**src/hw/rtl/tpoa_pkg.sv**
```systemverilog
package tpoa_pkg;

  // operation codes
  localparam logic [2:0] OP_SET_BASE = 3'd0;
  localparam logic [2:0] OP_PUSH     = 3'd1;
  localparam logic [2:0] OP_REFRESH  = 3'd2;
  localparam logic [2:0] OP_CLEAR    = 3'd3;
  localparam logic [2:0] OP_TICK     = 3'd4;
  localparam logic [2:0] OP_RESET    = 3'd5;

  // side codes
  localparam logic [1:0] SIDE_LEFT  = 2'd0;
  localparam logic [1:0] SIDE_RIGHT = 2'd1;
  localparam logic [1:0] SIDE_NONE  = 2'd3;

  localparam logic [15:0] MIN_DURATION_MS = 16'd10;

  // controller to datapath
  typedef struct packed {
    logic load;       // latch request fields
    logic scan_init;  // restart slot scan
    logic scan_run;   // scan in progress
    logic scan_sel;   // 1 selection pass, 0 modify pass
    logic apply;      // write entry / decide reselection
    logic emit;       // send selected command
    logic side;       // side being worked on
    logic out_idx;    // result being presented
  } dp_cmd_t;

  // datapath to controller
  typedef struct packed {
    logic       scan_done;
    logic       need_sel;
    logic       enabled;
    logic [1:0] res_cnt;
  } dp_stat_t;

endpackage

```
**src/hw/rtl/tpoa_datapath.sv**
```systemverilog
module tpoa_datapath #(
  parameter int SLOTS = 8
) (
  input  logic               clk,
  input  logic               rst,
  input  tpoa_pkg::dp_cmd_t  cmd,
  output tpoa_pkg::dp_stat_t stat,
  input  logic [2:0]         opcode,
  input  logic [1:0]         side,
  input  logic [63:0]        command,
  input  logic [15:0]        duration_ms,
  input  logic signed [7:0]  priority_req,
  input  logic [7:0]         label_id,
  input  logic [31:0]        now_ms,
  input  logic               cfg_valid,
  input  logic               cfg_data,
  output logic               out_side,
  output logic [63:0]        out_command,
  output logic               last
);
  import tpoa_pkg::*;

  localparam int AW    = (SLOTS > 1) ? $clog2(SLOTS) : 1;
  localparam int DEPTH = 2 ** (AW + 1);
  localparam logic [AW:0] SLOTS_C = (AW + 1)'(SLOTS);

  // latched request
  logic [2:0]  op_r;
  logic [63:0] cmd_r;
  logic [7:0]  pri_r;
  logic [7:0]  lbl_r;
  logic [31:0] now_r;
  logic [31:0] exp_r;

  // slot store
  logic [7:0]  mem_label [DEPTH];
  logic [7:0]  mem_pri   [DEPTH];
  logic [31:0] mem_exp   [DEPTH];
  logic [31:0] mem_seq   [DEPTH];
  logic [63:0] mem_cmd   [DEPTH];
  logic [DEPTH-1:0] valid;
  logic [7:0]  rd_label, rd_pri;
  logic [31:0] rd_exp, rd_seq;
  logic [63:0] rd_cmd;

  // side state
  logic [63:0] base [2];
  logic [63:0] last_sent [2];
  logic [1:0]  ever_sent;
  logic [31:0] seq_cnt;
  logic        enabled;

  // scan state
  logic [AW:0]   rd_idx;
  logic          ev_valid;
  logic [AW-1:0] ev_idx;
  logic          free_found, hit_found, best_found, removed;
  logic [AW-1:0] free_idx, hit_idx;
  logic [31:0]   hit_seq, best_seq;
  logic [7:0]    best_pri;
  logic [63:0]   best_cmd;

  // results
  logic [1:0]  res_cnt;
  logic        res_side [2];
  logic [63:0] res_cmd  [2];

  logic [AW:0]   raddr, waddr, eaddr;
  logic          ev_slot_valid, lbl_match, expired, better, wr_ok;
  logic [31:0]   exp_diff, best_diff, hit_diff;
  logic [AW-1:0] wr_idx;
  logic [63:0]   sel_cmd;
  logic [15:0]   dur_eff;

  assign dur_eff = (duration_ms < MIN_DURATION_MS) ? MIN_DURATION_MS : duration_ms;
  assign raddr   = {cmd.side, rd_idx[AW-1:0]};
  assign eaddr   = {cmd.side, ev_idx};
  assign ev_slot_valid = valid[eaddr];
  assign lbl_match = rd_label == lbl_r;
  assign exp_diff  = rd_exp - now_r;
  assign expired   = (exp_diff == 32'd0) || exp_diff[31];
  assign best_diff = rd_seq - best_seq;
  assign hit_diff  = hit_seq - rd_seq;
  assign better    = !best_found || ($signed(rd_pri) > $signed(best_pri)) ||
                     ((rd_pri == best_pri) && (best_diff != 32'd0) && !best_diff[31]);
  assign wr_ok     = (op_r == OP_REFRESH && hit_found) || free_found;
  assign wr_idx    = (op_r == OP_REFRESH && hit_found) ? hit_idx : free_idx;
  assign waddr     = {cmd.side, wr_idx};
  assign sel_cmd   = (op_r == OP_RESET) ? 64'd0 : (best_found ? best_cmd : base[cmd.side]);

  // status
  always_comb begin
    stat.scan_done = cmd.scan_run && (rd_idx == SLOTS_C) && !ev_valid;
    stat.enabled   = enabled;
    stat.res_cnt   = res_cnt;
    case (op_r)
      OP_PUSH, OP_REFRESH: stat.need_sel = wr_ok;
      default:             stat.need_sel = removed;
    endcase
  end

  // slot store write and registered read
  always_ff @(posedge clk) begin
    if (cmd.apply && (op_r == OP_PUSH || op_r == OP_REFRESH) && wr_ok) begin
      mem_label[waddr] <= lbl_r;
      mem_pri[waddr]   <= pri_r;
      mem_exp[waddr]   <= exp_r;
      mem_seq[waddr]   <= (op_r == OP_REFRESH && hit_found) ? hit_seq : seq_cnt + 32'd1;
      mem_cmd[waddr]   <= cmd_r;
    end
    rd_label <= mem_label[raddr];
    rd_pri   <= mem_pri[raddr];
    rd_exp   <= mem_exp[raddr];
    rd_seq   <= mem_seq[raddr];
    rd_cmd   <= mem_cmd[raddr];
  end

  // request latch
  always_ff @(posedge clk) begin
    if (cmd.load) begin
      op_r  <= opcode;
      cmd_r <= command;
      pri_r <= priority_req;
      lbl_r <= label_id;
      now_r <= now_ms;
      exp_r <= now_ms + {16'd0, dur_eff};
    end
  end

  // scan trackers
  always_ff @(posedge clk) begin
    if (cmd.scan_init) begin
      free_found <= 1'b0;
      hit_found  <= 1'b0;
      best_found <= 1'b0;
      removed    <= 1'b0;
    end else if (cmd.scan_run && ev_valid) begin
      if (cmd.scan_sel) begin
        if (ev_slot_valid && better) begin
          best_found <= 1'b1;
          best_pri   <= rd_pri;
          best_seq   <= rd_seq;
          best_cmd   <= rd_cmd;
        end
      end else begin
        if (!ev_slot_valid && !free_found) begin
          free_found <= 1'b1;
          free_idx   <= ev_idx;
        end
        if (op_r == OP_REFRESH && ev_slot_valid && lbl_match &&
            (!hit_found || ((hit_diff != 32'd0) && !hit_diff[31]))) begin
          hit_found <= 1'b1;
          hit_idx   <= ev_idx;
          hit_seq   <= rd_seq;
        end
        if (ev_slot_valid && ((op_r == OP_CLEAR && lbl_match) ||
                              (op_r == OP_TICK && expired))) begin
          removed <= 1'b1;
        end
      end
    end
  end

  // scan counter
  always_ff @(posedge clk) begin
    if (rst) begin
      rd_idx   <= '0;
      ev_valid <= 1'b0;
    end else if (cmd.scan_init) begin
      rd_idx   <= '0;
      ev_valid <= 1'b0;
    end else if (cmd.scan_run) begin
      if (rd_idx != SLOTS_C) begin
        ev_idx   <= rd_idx[AW-1:0];
        rd_idx   <= rd_idx + 1'b1;
        ev_valid <= 1'b1;
      end else begin
        ev_valid <= 1'b0;
      end
    end
  end

  // valid bits, enable, bases, sequence counter
  always_ff @(posedge clk) begin
    if (rst) begin
      valid   <= '0;
      enabled <= 1'b1;
      base[0] <= '0;
      base[1] <= '0;
      seq_cnt <= '0;
    end else begin
      if (cfg_valid) begin
        enabled <= cfg_data;
        if (!cfg_data) valid <= '0;
      end
      if (cmd.load) begin
        if (opcode == OP_SET_BASE && side != SIDE_NONE) begin
          if (side != SIDE_RIGHT) base[0] <= command;
          if (side != SIDE_LEFT)  base[1] <= command;
        end
        if (opcode == OP_RESET) begin
          valid   <= '0;
          base[0] <= '0;
          base[1] <= '0;
        end
      end
      if (cmd.scan_run && ev_valid && !cmd.scan_sel && ev_slot_valid &&
          ((op_r == OP_CLEAR && lbl_match) || (op_r == OP_TICK && expired))) begin
        valid[eaddr] <= 1'b0;
      end
      if (cmd.apply && (op_r == OP_PUSH || op_r == OP_REFRESH) && wr_ok) begin
        valid[waddr] <= 1'b1;
        if (!(op_r == OP_REFRESH && hit_found)) seq_cnt <= seq_cnt + 32'd1;
      end
    end
  end

  // send with duplicate suppression
  always_ff @(posedge clk) begin
    if (rst) begin
      ever_sent    <= '0;
      last_sent[0] <= '0;
      last_sent[1] <= '0;
      res_cnt      <= '0;
    end else if (cmd.load) begin
      res_cnt <= '0;
    end else if (cmd.emit) begin
      if (!(ever_sent[cmd.side] && last_sent[cmd.side] == sel_cmd) && res_cnt != 2'd2) begin
        last_sent[cmd.side] <= sel_cmd;
        ever_sent[cmd.side] <= 1'b1;
        res_side[res_cnt[0]] <= cmd.side;
        res_cmd[res_cnt[0]]  <= sel_cmd;
        res_cnt <= res_cnt + 2'd1;
      end
    end
  end

  assign out_side    = res_side[cmd.out_idx];
  assign out_command = res_cmd[cmd.out_idx];
  assign last        = ({1'b0, cmd.out_idx} + 2'd1) == res_cnt;

endmodule

```
**src/hw/rtl/tpoa_ctrl.sv**
```systemverilog
module tpoa_ctrl (
  input  logic               clk,
  input  logic               rst,
  input  logic               in_valid,
  output logic               in_ready,
  output logic               out_valid,
  input  logic               out_ready,
  input  logic [2:0]         opcode,
  input  logic [1:0]         side,
  output tpoa_pkg::dp_cmd_t  cmd,
  input  tpoa_pkg::dp_stat_t stat
);
  import tpoa_pkg::*;

  localparam logic [2:0] S_IDLE  = 3'd0;
  localparam logic [2:0] S_MOD   = 3'd1;
  localparam logic [2:0] S_APPLY = 3'd2;
  localparam logic [2:0] S_SEL   = 3'd3;
  localparam logic [2:0] S_EMIT  = 3'd4;
  localparam logic [2:0] S_NEXT  = 3'd5;
  localparam logic [2:0] S_OUT   = 3'd6;

  logic [2:0] state, state_next;
  logic       cur_side, cur_side_next;
  logic       hi_side, hi_side_next;
  logic       out_idx, out_idx_next;
  logic [2:0] op_r, op_r_next;
  logic       accept;

  assign in_ready  = state == S_IDLE;
  assign out_valid = state == S_OUT;
  assign accept    = in_valid && in_ready;

  // next state and datapath commands
  always_comb begin
    state_next    = state;
    cur_side_next = cur_side;
    hi_side_next  = hi_side;
    out_idx_next  = out_idx;
    op_r_next     = op_r;
    cmd           = '0;
    cmd.side      = cur_side;
    cmd.out_idx   = out_idx;
    case (state)
      S_IDLE: begin
        if (accept) begin
          cmd.load      = 1'b1;
          op_r_next     = opcode;
          cur_side_next = side == SIDE_RIGHT;
          hi_side_next  = side != SIDE_LEFT;
          case (opcode)
            OP_SET_BASE: begin
              if (side != SIDE_NONE && stat.enabled) begin
                cmd.scan_init = 1'b1;
                state_next    = S_SEL;
              end
            end
            OP_PUSH, OP_REFRESH, OP_CLEAR: begin
              if (side != SIDE_NONE && stat.enabled) begin
                cmd.scan_init = 1'b1;
                state_next    = S_MOD;
              end
            end
            OP_TICK: begin
              cur_side_next = 1'b0;
              hi_side_next  = 1'b1;
              if (stat.enabled) begin
                cmd.scan_init = 1'b1;
                state_next    = S_MOD;
              end
            end
            OP_RESET: begin
              cur_side_next = 1'b0;
              hi_side_next  = 1'b1;
              state_next    = S_EMIT;
            end
            default: ;
          endcase
        end
      end
      S_MOD: begin
        cmd.scan_run = 1'b1;
        if (stat.scan_done) state_next = S_APPLY;
      end
      S_APPLY: begin
        cmd.apply = 1'b1;
        if (stat.need_sel) begin
          cmd.scan_init = 1'b1;
          state_next    = S_SEL;
        end else begin
          state_next = S_NEXT;
        end
      end
      S_SEL: begin
        cmd.scan_run = 1'b1;
        cmd.scan_sel = 1'b1;
        if (stat.scan_done) state_next = S_EMIT;
      end
      S_EMIT: begin
        cmd.emit   = 1'b1;
        state_next = S_NEXT;
      end
      S_NEXT: begin
        if (cur_side == hi_side) begin
          out_idx_next = 1'b0;
          state_next   = (stat.res_cnt != 2'd0) ? S_OUT : S_IDLE;
        end else begin
          cur_side_next = 1'b1;
          case (op_r)
            OP_RESET: state_next = S_EMIT;
            OP_SET_BASE: begin
              cmd.scan_init = 1'b1;
              state_next    = S_SEL;
            end
            default: begin
              cmd.scan_init = 1'b1;
              state_next    = S_MOD;
            end
          endcase
        end
      end
      S_OUT: begin
        if (out_ready) begin
          if (({1'b0, out_idx} + 2'd1) == stat.res_cnt) state_next = S_IDLE;
          else out_idx_next = 1'b1;
        end
      end
      default: state_next = S_IDLE;
    endcase
  end

  // control registers
  always_ff @(posedge clk) begin
    if (rst) begin
      state    <= S_IDLE;
      cur_side <= 1'b0;
      hi_side  <= 1'b0;
      out_idx  <= 1'b0;
      op_r     <= OP_SET_BASE;
    end else begin
      state    <= state_next;
      cur_side <= cur_side_next;
      hi_side  <= hi_side_next;
      out_idx  <= out_idx_next;
      op_r     <= op_r_next;
    end
  end

  // checks
  a_no_overlap: assert property (@(posedge clk) disable iff (rst)
    !(in_ready && out_valid)) else $error("request accepted while results pending");
  a_res_bound: assert property (@(posedge clk) disable iff (rst)
    stat.res_cnt != 2'd3) else $error("result count overflow");
  a_out_nonempty: assert property (@(posedge clk) disable iff (rst)
    out_valid |-> stat.res_cnt != 2'd0) else $error("presenting with no results");
  a_done_in_scan: assert property (@(posedge clk) disable iff (rst)
    stat.scan_done |-> (state == S_MOD || state == S_SEL)) else $error("stray scan done");

endmodule

```
**src/hw/rtl/timed_priority_override_arbiter.sv**
```systemverilog
// Steps per addressed side, after the request is accepted: modify pass, apply, selection pass,
// send and step; set base skips modify and apply, a side left unchanged skips selection and send.
// Results then go out one per cycle while out_ready is high; in_ready returns after the last.
// One request at a time. Reset (rst, synchronous): tables empty, bases and last sent
// cleared, enabled set to 1. cfg_ready is always high; writing 0 empties both tables.
module timed_priority_override_arbiter #(
  parameter int SLOTS_PER_SIDE = 8
) (
  input  logic              clk,
  input  logic              rst,
  input  logic              in_valid,
  output logic              in_ready,
  input  logic [2:0]        opcode,
  input  logic [1:0]        side,
  input  logic [63:0]       command,
  input  logic [15:0]       duration_ms,
  input  logic signed [7:0] priority_req,
  input  logic [7:0]        label_id,
  input  logic [31:0]       now_ms,
  output logic              out_valid,
  input  logic              out_ready,
  output logic              out_side,
  output logic [63:0]       out_command,
  output logic              last,
  input  logic              cfg_valid,
  output logic              cfg_ready,
  input  logic              cfg_data
);
  import tpoa_pkg::*;

  dp_cmd_t  cmd;
  dp_stat_t stat;

  assign cfg_ready = 1'b1;

  tpoa_ctrl u_ctrl (
    .clk       (clk),
    .rst       (rst),
    .in_valid  (in_valid),
    .in_ready  (in_ready),
    .out_valid (out_valid),
    .out_ready (out_ready),
    .opcode    (opcode),
    .side      (side),
    .cmd       (cmd),
    .stat      (stat)
  );

  tpoa_datapath #(.SLOTS(SLOTS_PER_SIDE)) u_dp (
    .clk          (clk),
    .rst          (rst),
    .cmd          (cmd),
    .stat         (stat),
    .opcode       (opcode),
    .side         (side),
    .command      (command),
    .duration_ms  (duration_ms),
    .priority_req (priority_req),
    .label_id     (label_id),
    .now_ms       (now_ms),
    .cfg_valid    (cfg_valid),
    .cfg_data     (cfg_data),
    .out_side     (out_side),
    .out_command  (out_command),
    .last         (last)
  );

endmodule
```
**config.mk**
```make
export PLATFORM = sky130hd
export DESIGN_NAME = timed_priority_override_arbiter
export DESIGN_NICKNAME = d
export VERILOG_FILES = /design/src/hw/rtl/tpoa_pkg.sv /design/src/hw/rtl/tpoa_datapath.sv /design/src/hw/rtl/tpoa_ctrl.sv /design/src/hw/rtl/timed_priority_override_arbiter.sv
export SDC_FILE = /design/constraint.sdc
export NUM_CORES = 2
export LEC_CHECK = 0
export BUFFER_PORTS_ARGS = -buffer_cell sky130_fd_sc_hd__buf_2
export CAP_MARGIN = 20
export CORE_ASPECT_RATIO = 0.7
export CORE_UTILIZATION = 65
export CTS_BUF_LIST = sky130_fd_sc_hd__clkbuf_4 sky130_fd_sc_hd__clkbuf_8
export DETAILED_ROUTE_END_ITERATION = 8
export GPL_TIMING_DRIVEN = 0
export PLACE_DENSITY = 0.82
export SKIP_LAST_GASP = 1
export SLEW_MARGIN = 20
export SYNTH_ARGS = -nofsm -noshare
export SYNTH_HDL_FRONTEND = slang
export SYNTH_SLANG_ARGS = --single-unit
```
**constraint.sdc**
```tcl
create_clock -name clk -period 15.8 [get_ports clk]
set_input_delay 0.79 -clock clk [delete_from_list [all_inputs] [get_ports clk]]
set_output_delay 0.79 -clock clk [all_outputs]
set_load 0.01 [all_outputs]
```
==> results by group <==
Pwr
  • Power Density: 143 mW/mm^2
  • Max IR drop VDD: 0.0935 mV
  • Seq pwr share: 0.494
  • Clk pwr share: 0.321
  • Power Total: 21.0 mW
  • Logic gate share of total power: 0.185
  • Pint: 15.2 mW
  • Static Leakage: 48.5 nW
  • Sw Share: 0.278
  • Sw Pwr: 5.84 mW

Worst hold path
  • Min-Delay Path Depth: 1
  • Worst Hold End: u_dp.cmd_r[40]$_DFFE_PP_
  • HP Class: in2reg
  • Min-delay src: command[40]

Finish
  • Layout cells sized above 1: 0.274
  • Fin cells: 10700
  • Layout Nets: 7954
  • Final core occ: 0.756
  • Commonest non-fill, non-tap cells in the layout: 2982 x edfxtp_1, 707 x mux4_2, 513 x clkbuf_8, 285 x nor2_1, 263 x nand2_1
  • Area Growth Syn to Fin: 15.1%
  • Commonest non-fill, non-tap cell in the layout: edfxtp_1

Clock network
  • CTS buffer count: 443
  • Clock Latency Late Sink: 1.04 ns
  • CTS Root Cell: clkbuf_8
  • Clock transition at path regs: 0.07 ns
  • H-tree depth: 5
  • Clock sinks: 3199
  • CTS tree: built
  • Clock Tree Buf Depth: 4

STA
  • Layout Skew: 0.0962 ns
  • Slew headroom: 0.122
  • Minimum hold slack: 0.0481 ns
  • Final Cycle Share: 0.402
  • Final Hold Viols: 0
  • Final TNS setup: 0 ns
  • Fmax: 157 MHz
  • RSZ-0062 raised after global routing: no
  • Slew Viols, Final: 0
  • Crit path time final: 6.35 ns
  • Worst-Margin Slew: 1.30 ns
  • Setup violations, final: 0

Floorplan
  • Starting density of the core: 0.657
  • # IOs: 208
  • Core Region: 0.194 mm^2
  • Full die area: 0.198 mm^2
  • Row count: 135
  • Die width: 531 um
  • Die extent in y: 373 um

Global route
  • Vias in the first global route: 72300
  • GR Overflow Total: 0
  • Antenna violations before repair: 31
  • Pin count of the biggest net entering global routing: 69
  • Total GRT Usage: 0.361
  • First-pass GRT wire length: 502000 um

Worst setup path
  • Critical Path AT: 7.05 ns
  • CP startpoint kind: flip-flop
  • FF-to-FF End: u_dp.best_cmd[19]$_DFFE_PP_
  • CP Class: reg2reg
  • CP required: 16.50 ns
  • CP Capture Type: flip-flop
  • Crit Path Max Fanout: 11
  • Reg2Reg Depth: 18
  • Reg-to-Reg Start: u_dp.rd_seq[1]$_DFF_P_
  • R2r setup slk: 9.45 ns

Synthesis
  • Synth Cell Area: 0.127 mm^2
  • Post-Syn Nets: 7037
  • YS warnings: 0
  • Post-synthesis cell type count: 92
  • #FFs+latches synth: 3199
  • Post-synth ARST share: 0
  • Register area share after synthesis: 0.737
  • Syn Inst Count: 6772
  • Top_reg_cell synth: edfxtp_1
  • Mean Syn Cell Area: 18.8 um^2
  • EDFF count, synth: 2982

Detailed routing
  • Post-DR wirelength/cell: 33.3 um
  • Drt pass-1 iters: 7
  • DRT Wirelength: 356000 um
  • Via Count: 73300
  • DR iter-0 viols: 12200
  • Routed Antenna Nets: 0
  • Drc violations: 0
  • Number of vias per cell: 6.86

Run
  • Max cap viols: 0

Placed design
  • Final GP Congestion: 0.937
  • Port-buffer cells: 205
  • DP Cell Count: 9785
  • DPL Wire Length: 237000 um

Status
  • Outcome: complete, no violations
-- cell type report --
type,instances,area (um^2)
fillers,10200,47400
clock buffers,693,8410
inverters,230,871
well taps,2603,3260
flip-flops and latches,3199,93900
multi-input cells,3027,31600
clock inverters,127,1010
repair buffers,472,6180
diodes,16,40.0
plain buffers,316,1430
-- routing by layer --
metal | share of wire | vias up | wire length (um) | GRT usage
met5 | 0.00035 | - | 125 | 0
met4 | 0.044 | 18 | 15500 | 0.137
met3 | 0.14 | 1050 | 50400 | 0.111
met2 | 0.45 | 5982 | 160000 | 0.538
met1 | 0.36 | 37100 | 129000 | 0.510
li1 | - | 29100 | - | -
-- power by group through the flow --
stage / Sequential [mW] / Combinational (mW) / Clock [mW]
2_1_floorplan: 10.3 / 2.62 / 0
3_3_place_gp: 10.5 / 3.66 / 0
3_5_place_dp: 10.5 / 3.78 / 0
4_1_cts: 10.4 / 3.83 / 6.76
5_1_grt: 10.4 / 4.11 / 7.09
6_report: 10.4 / 3.89 / 6.74
-- flip-flops by register name, summed over array words and instances (netlist names), 64 cells and up, named ones only --
signal          flops
u_dp.base         128
u_dp.best_cmd      64
u_dp.cmd_r         64
u_dp.last_sent    128
u_dp.mem_cmd     1024
u_dp.mem_exp      512
u_dp.mem_label    128
u_dp.mem_pri      128
u_dp.mem_seq      512
u_dp.rd_cmd        64
u_dp.res_cmd      128
-- cells by family (layout without fill, tap and decap cells) --
group | after synthesis | count (layout) | share of synthesized area
buffers and inverters | 546 | 1838 | 0.0173
flip-flops | 3199 | 3199 | 0.737
XOR/XNOR | 146 | 146 | 0.0100
adder cells (fa/ha/maj) | 126 | 126 | 0.0126
other | 1 | 17 | 0.0000294
multiplexers | 971 | 971 | 0.147
AND/OR/NAND/NOR | 1073 | 1073 | 0.0413
AO/OA/AOI/OAI | 710 | 710 | 0.0356
-- critical path, cell delays in order (launching register included) --
cell and delay, ns:
dfxtp_1 0.53, inv_1 0.22, fa_1 0.48, nor2b_1 0.23, o2111ai_1 0.15, a21boi_0 0.53, o311ai_0 0.36, a21oi_1 0.47
a41oi_1 0.29, a41oi_1 0.33, xnor2_1 0.09, and4_1 0.24, nor3b_2 0.69, buf_6 0.27, buf_6 0.18, buf_4 0.23
buf_4 0.24, buf_4 0.23, buf_4 0.22
-- cell usage after synthesis, drive strengths merged, types with 19 or more instances --
library cell / number / area share
nand2: 263 / 0.0077
nor4: 35 / 0.0018
buf: 107 / 0.0044
or3: 28 / 0.0014
edfxtp: 2982 / 0.70
nand4: 37 / 0.0018
a31oi: 21 / 0.0010
mux2i: 166 / 0.013
nand2b: 36 / 0.0018
xor2: 64 / 0.0044
mux2: 98 / 0.0087
nor3: 51 / 0.0020
mux4: 707 / 0.12
inv: 230 / 0.0068
o22ai: 19 / 0.00093
a211oi: 32 / 0.0019
and2: 104 / 0.0051
dfxtp: 217 / 0.034
or2: 46 / 0.0023
o31ai: 19 / 0.0013
and3: 23 / 0.0011
nor2: 303 / 0.0089
a21oi: 216 / 0.0086
o21a: 28 / 0.0016
nor2b: 33 / 0.0017
o21ai: 180 / 0.0071
ha: 122 / 0.012
nand3: 64 / 0.0025
clkbuf: 209 / 0.0062
xnor2: 82 / 0.0056
a21o: 35 / 0.0021
-- how the worst max path moves through the flow --
stage,startpoint,to,slack [ns],cells past startpoint
global placement,u_dp.best_found$_SDFFE_PP0P_,u_dp.best_cmd[19]$_DFFE_PP_,-3.18,11
floorplan,u_dp.rd_seq[0]$_DFF_P_,u_dp.best_cmd[0]$_DFFE_PP_,4.77,13
CTS,u_dp.rd_seq[0]$_DFF_P_,u_dp.best_cmd[19]$_DFFE_PP_,9.60,19
detailed placement,u_dp.rd_seq[1]$_DFF_P_,u_dp.best_cmd[19]$_DFFE_PP_,9.65,18
global route,u_dp.rd_seq[1]$_DFF_P_,u_dp.best_cmd[19]$_DFFE_PP_,9.28,18
finish,u_dp.rd_seq[1]$_DFF_P_,u_dp.best_cmd[19]$_DFFE_PP_,9.45,18
-- through the flow --
step           instance area, um^2  worst slack (ns)
2_1_floorplan               127000              4.77
3_3_place_gp                132000             -3.18
3_5_place_dp                137000              9.65
4_1_cts                     147000              9.60
5_1_grt                     147000              9.28
6_report                    147000              9.45
-- repair_timing --
| item | CTS | global route |
|---|---|---|
| endpoints found under the hold margin | 58 | 0 |
| setup buffers | 0 | 0 |
| gates resized for setup | 0 | 0 |
| hold buffers | 58 | 0 |
Note: power is estimated with default switching activity, not from simulation.
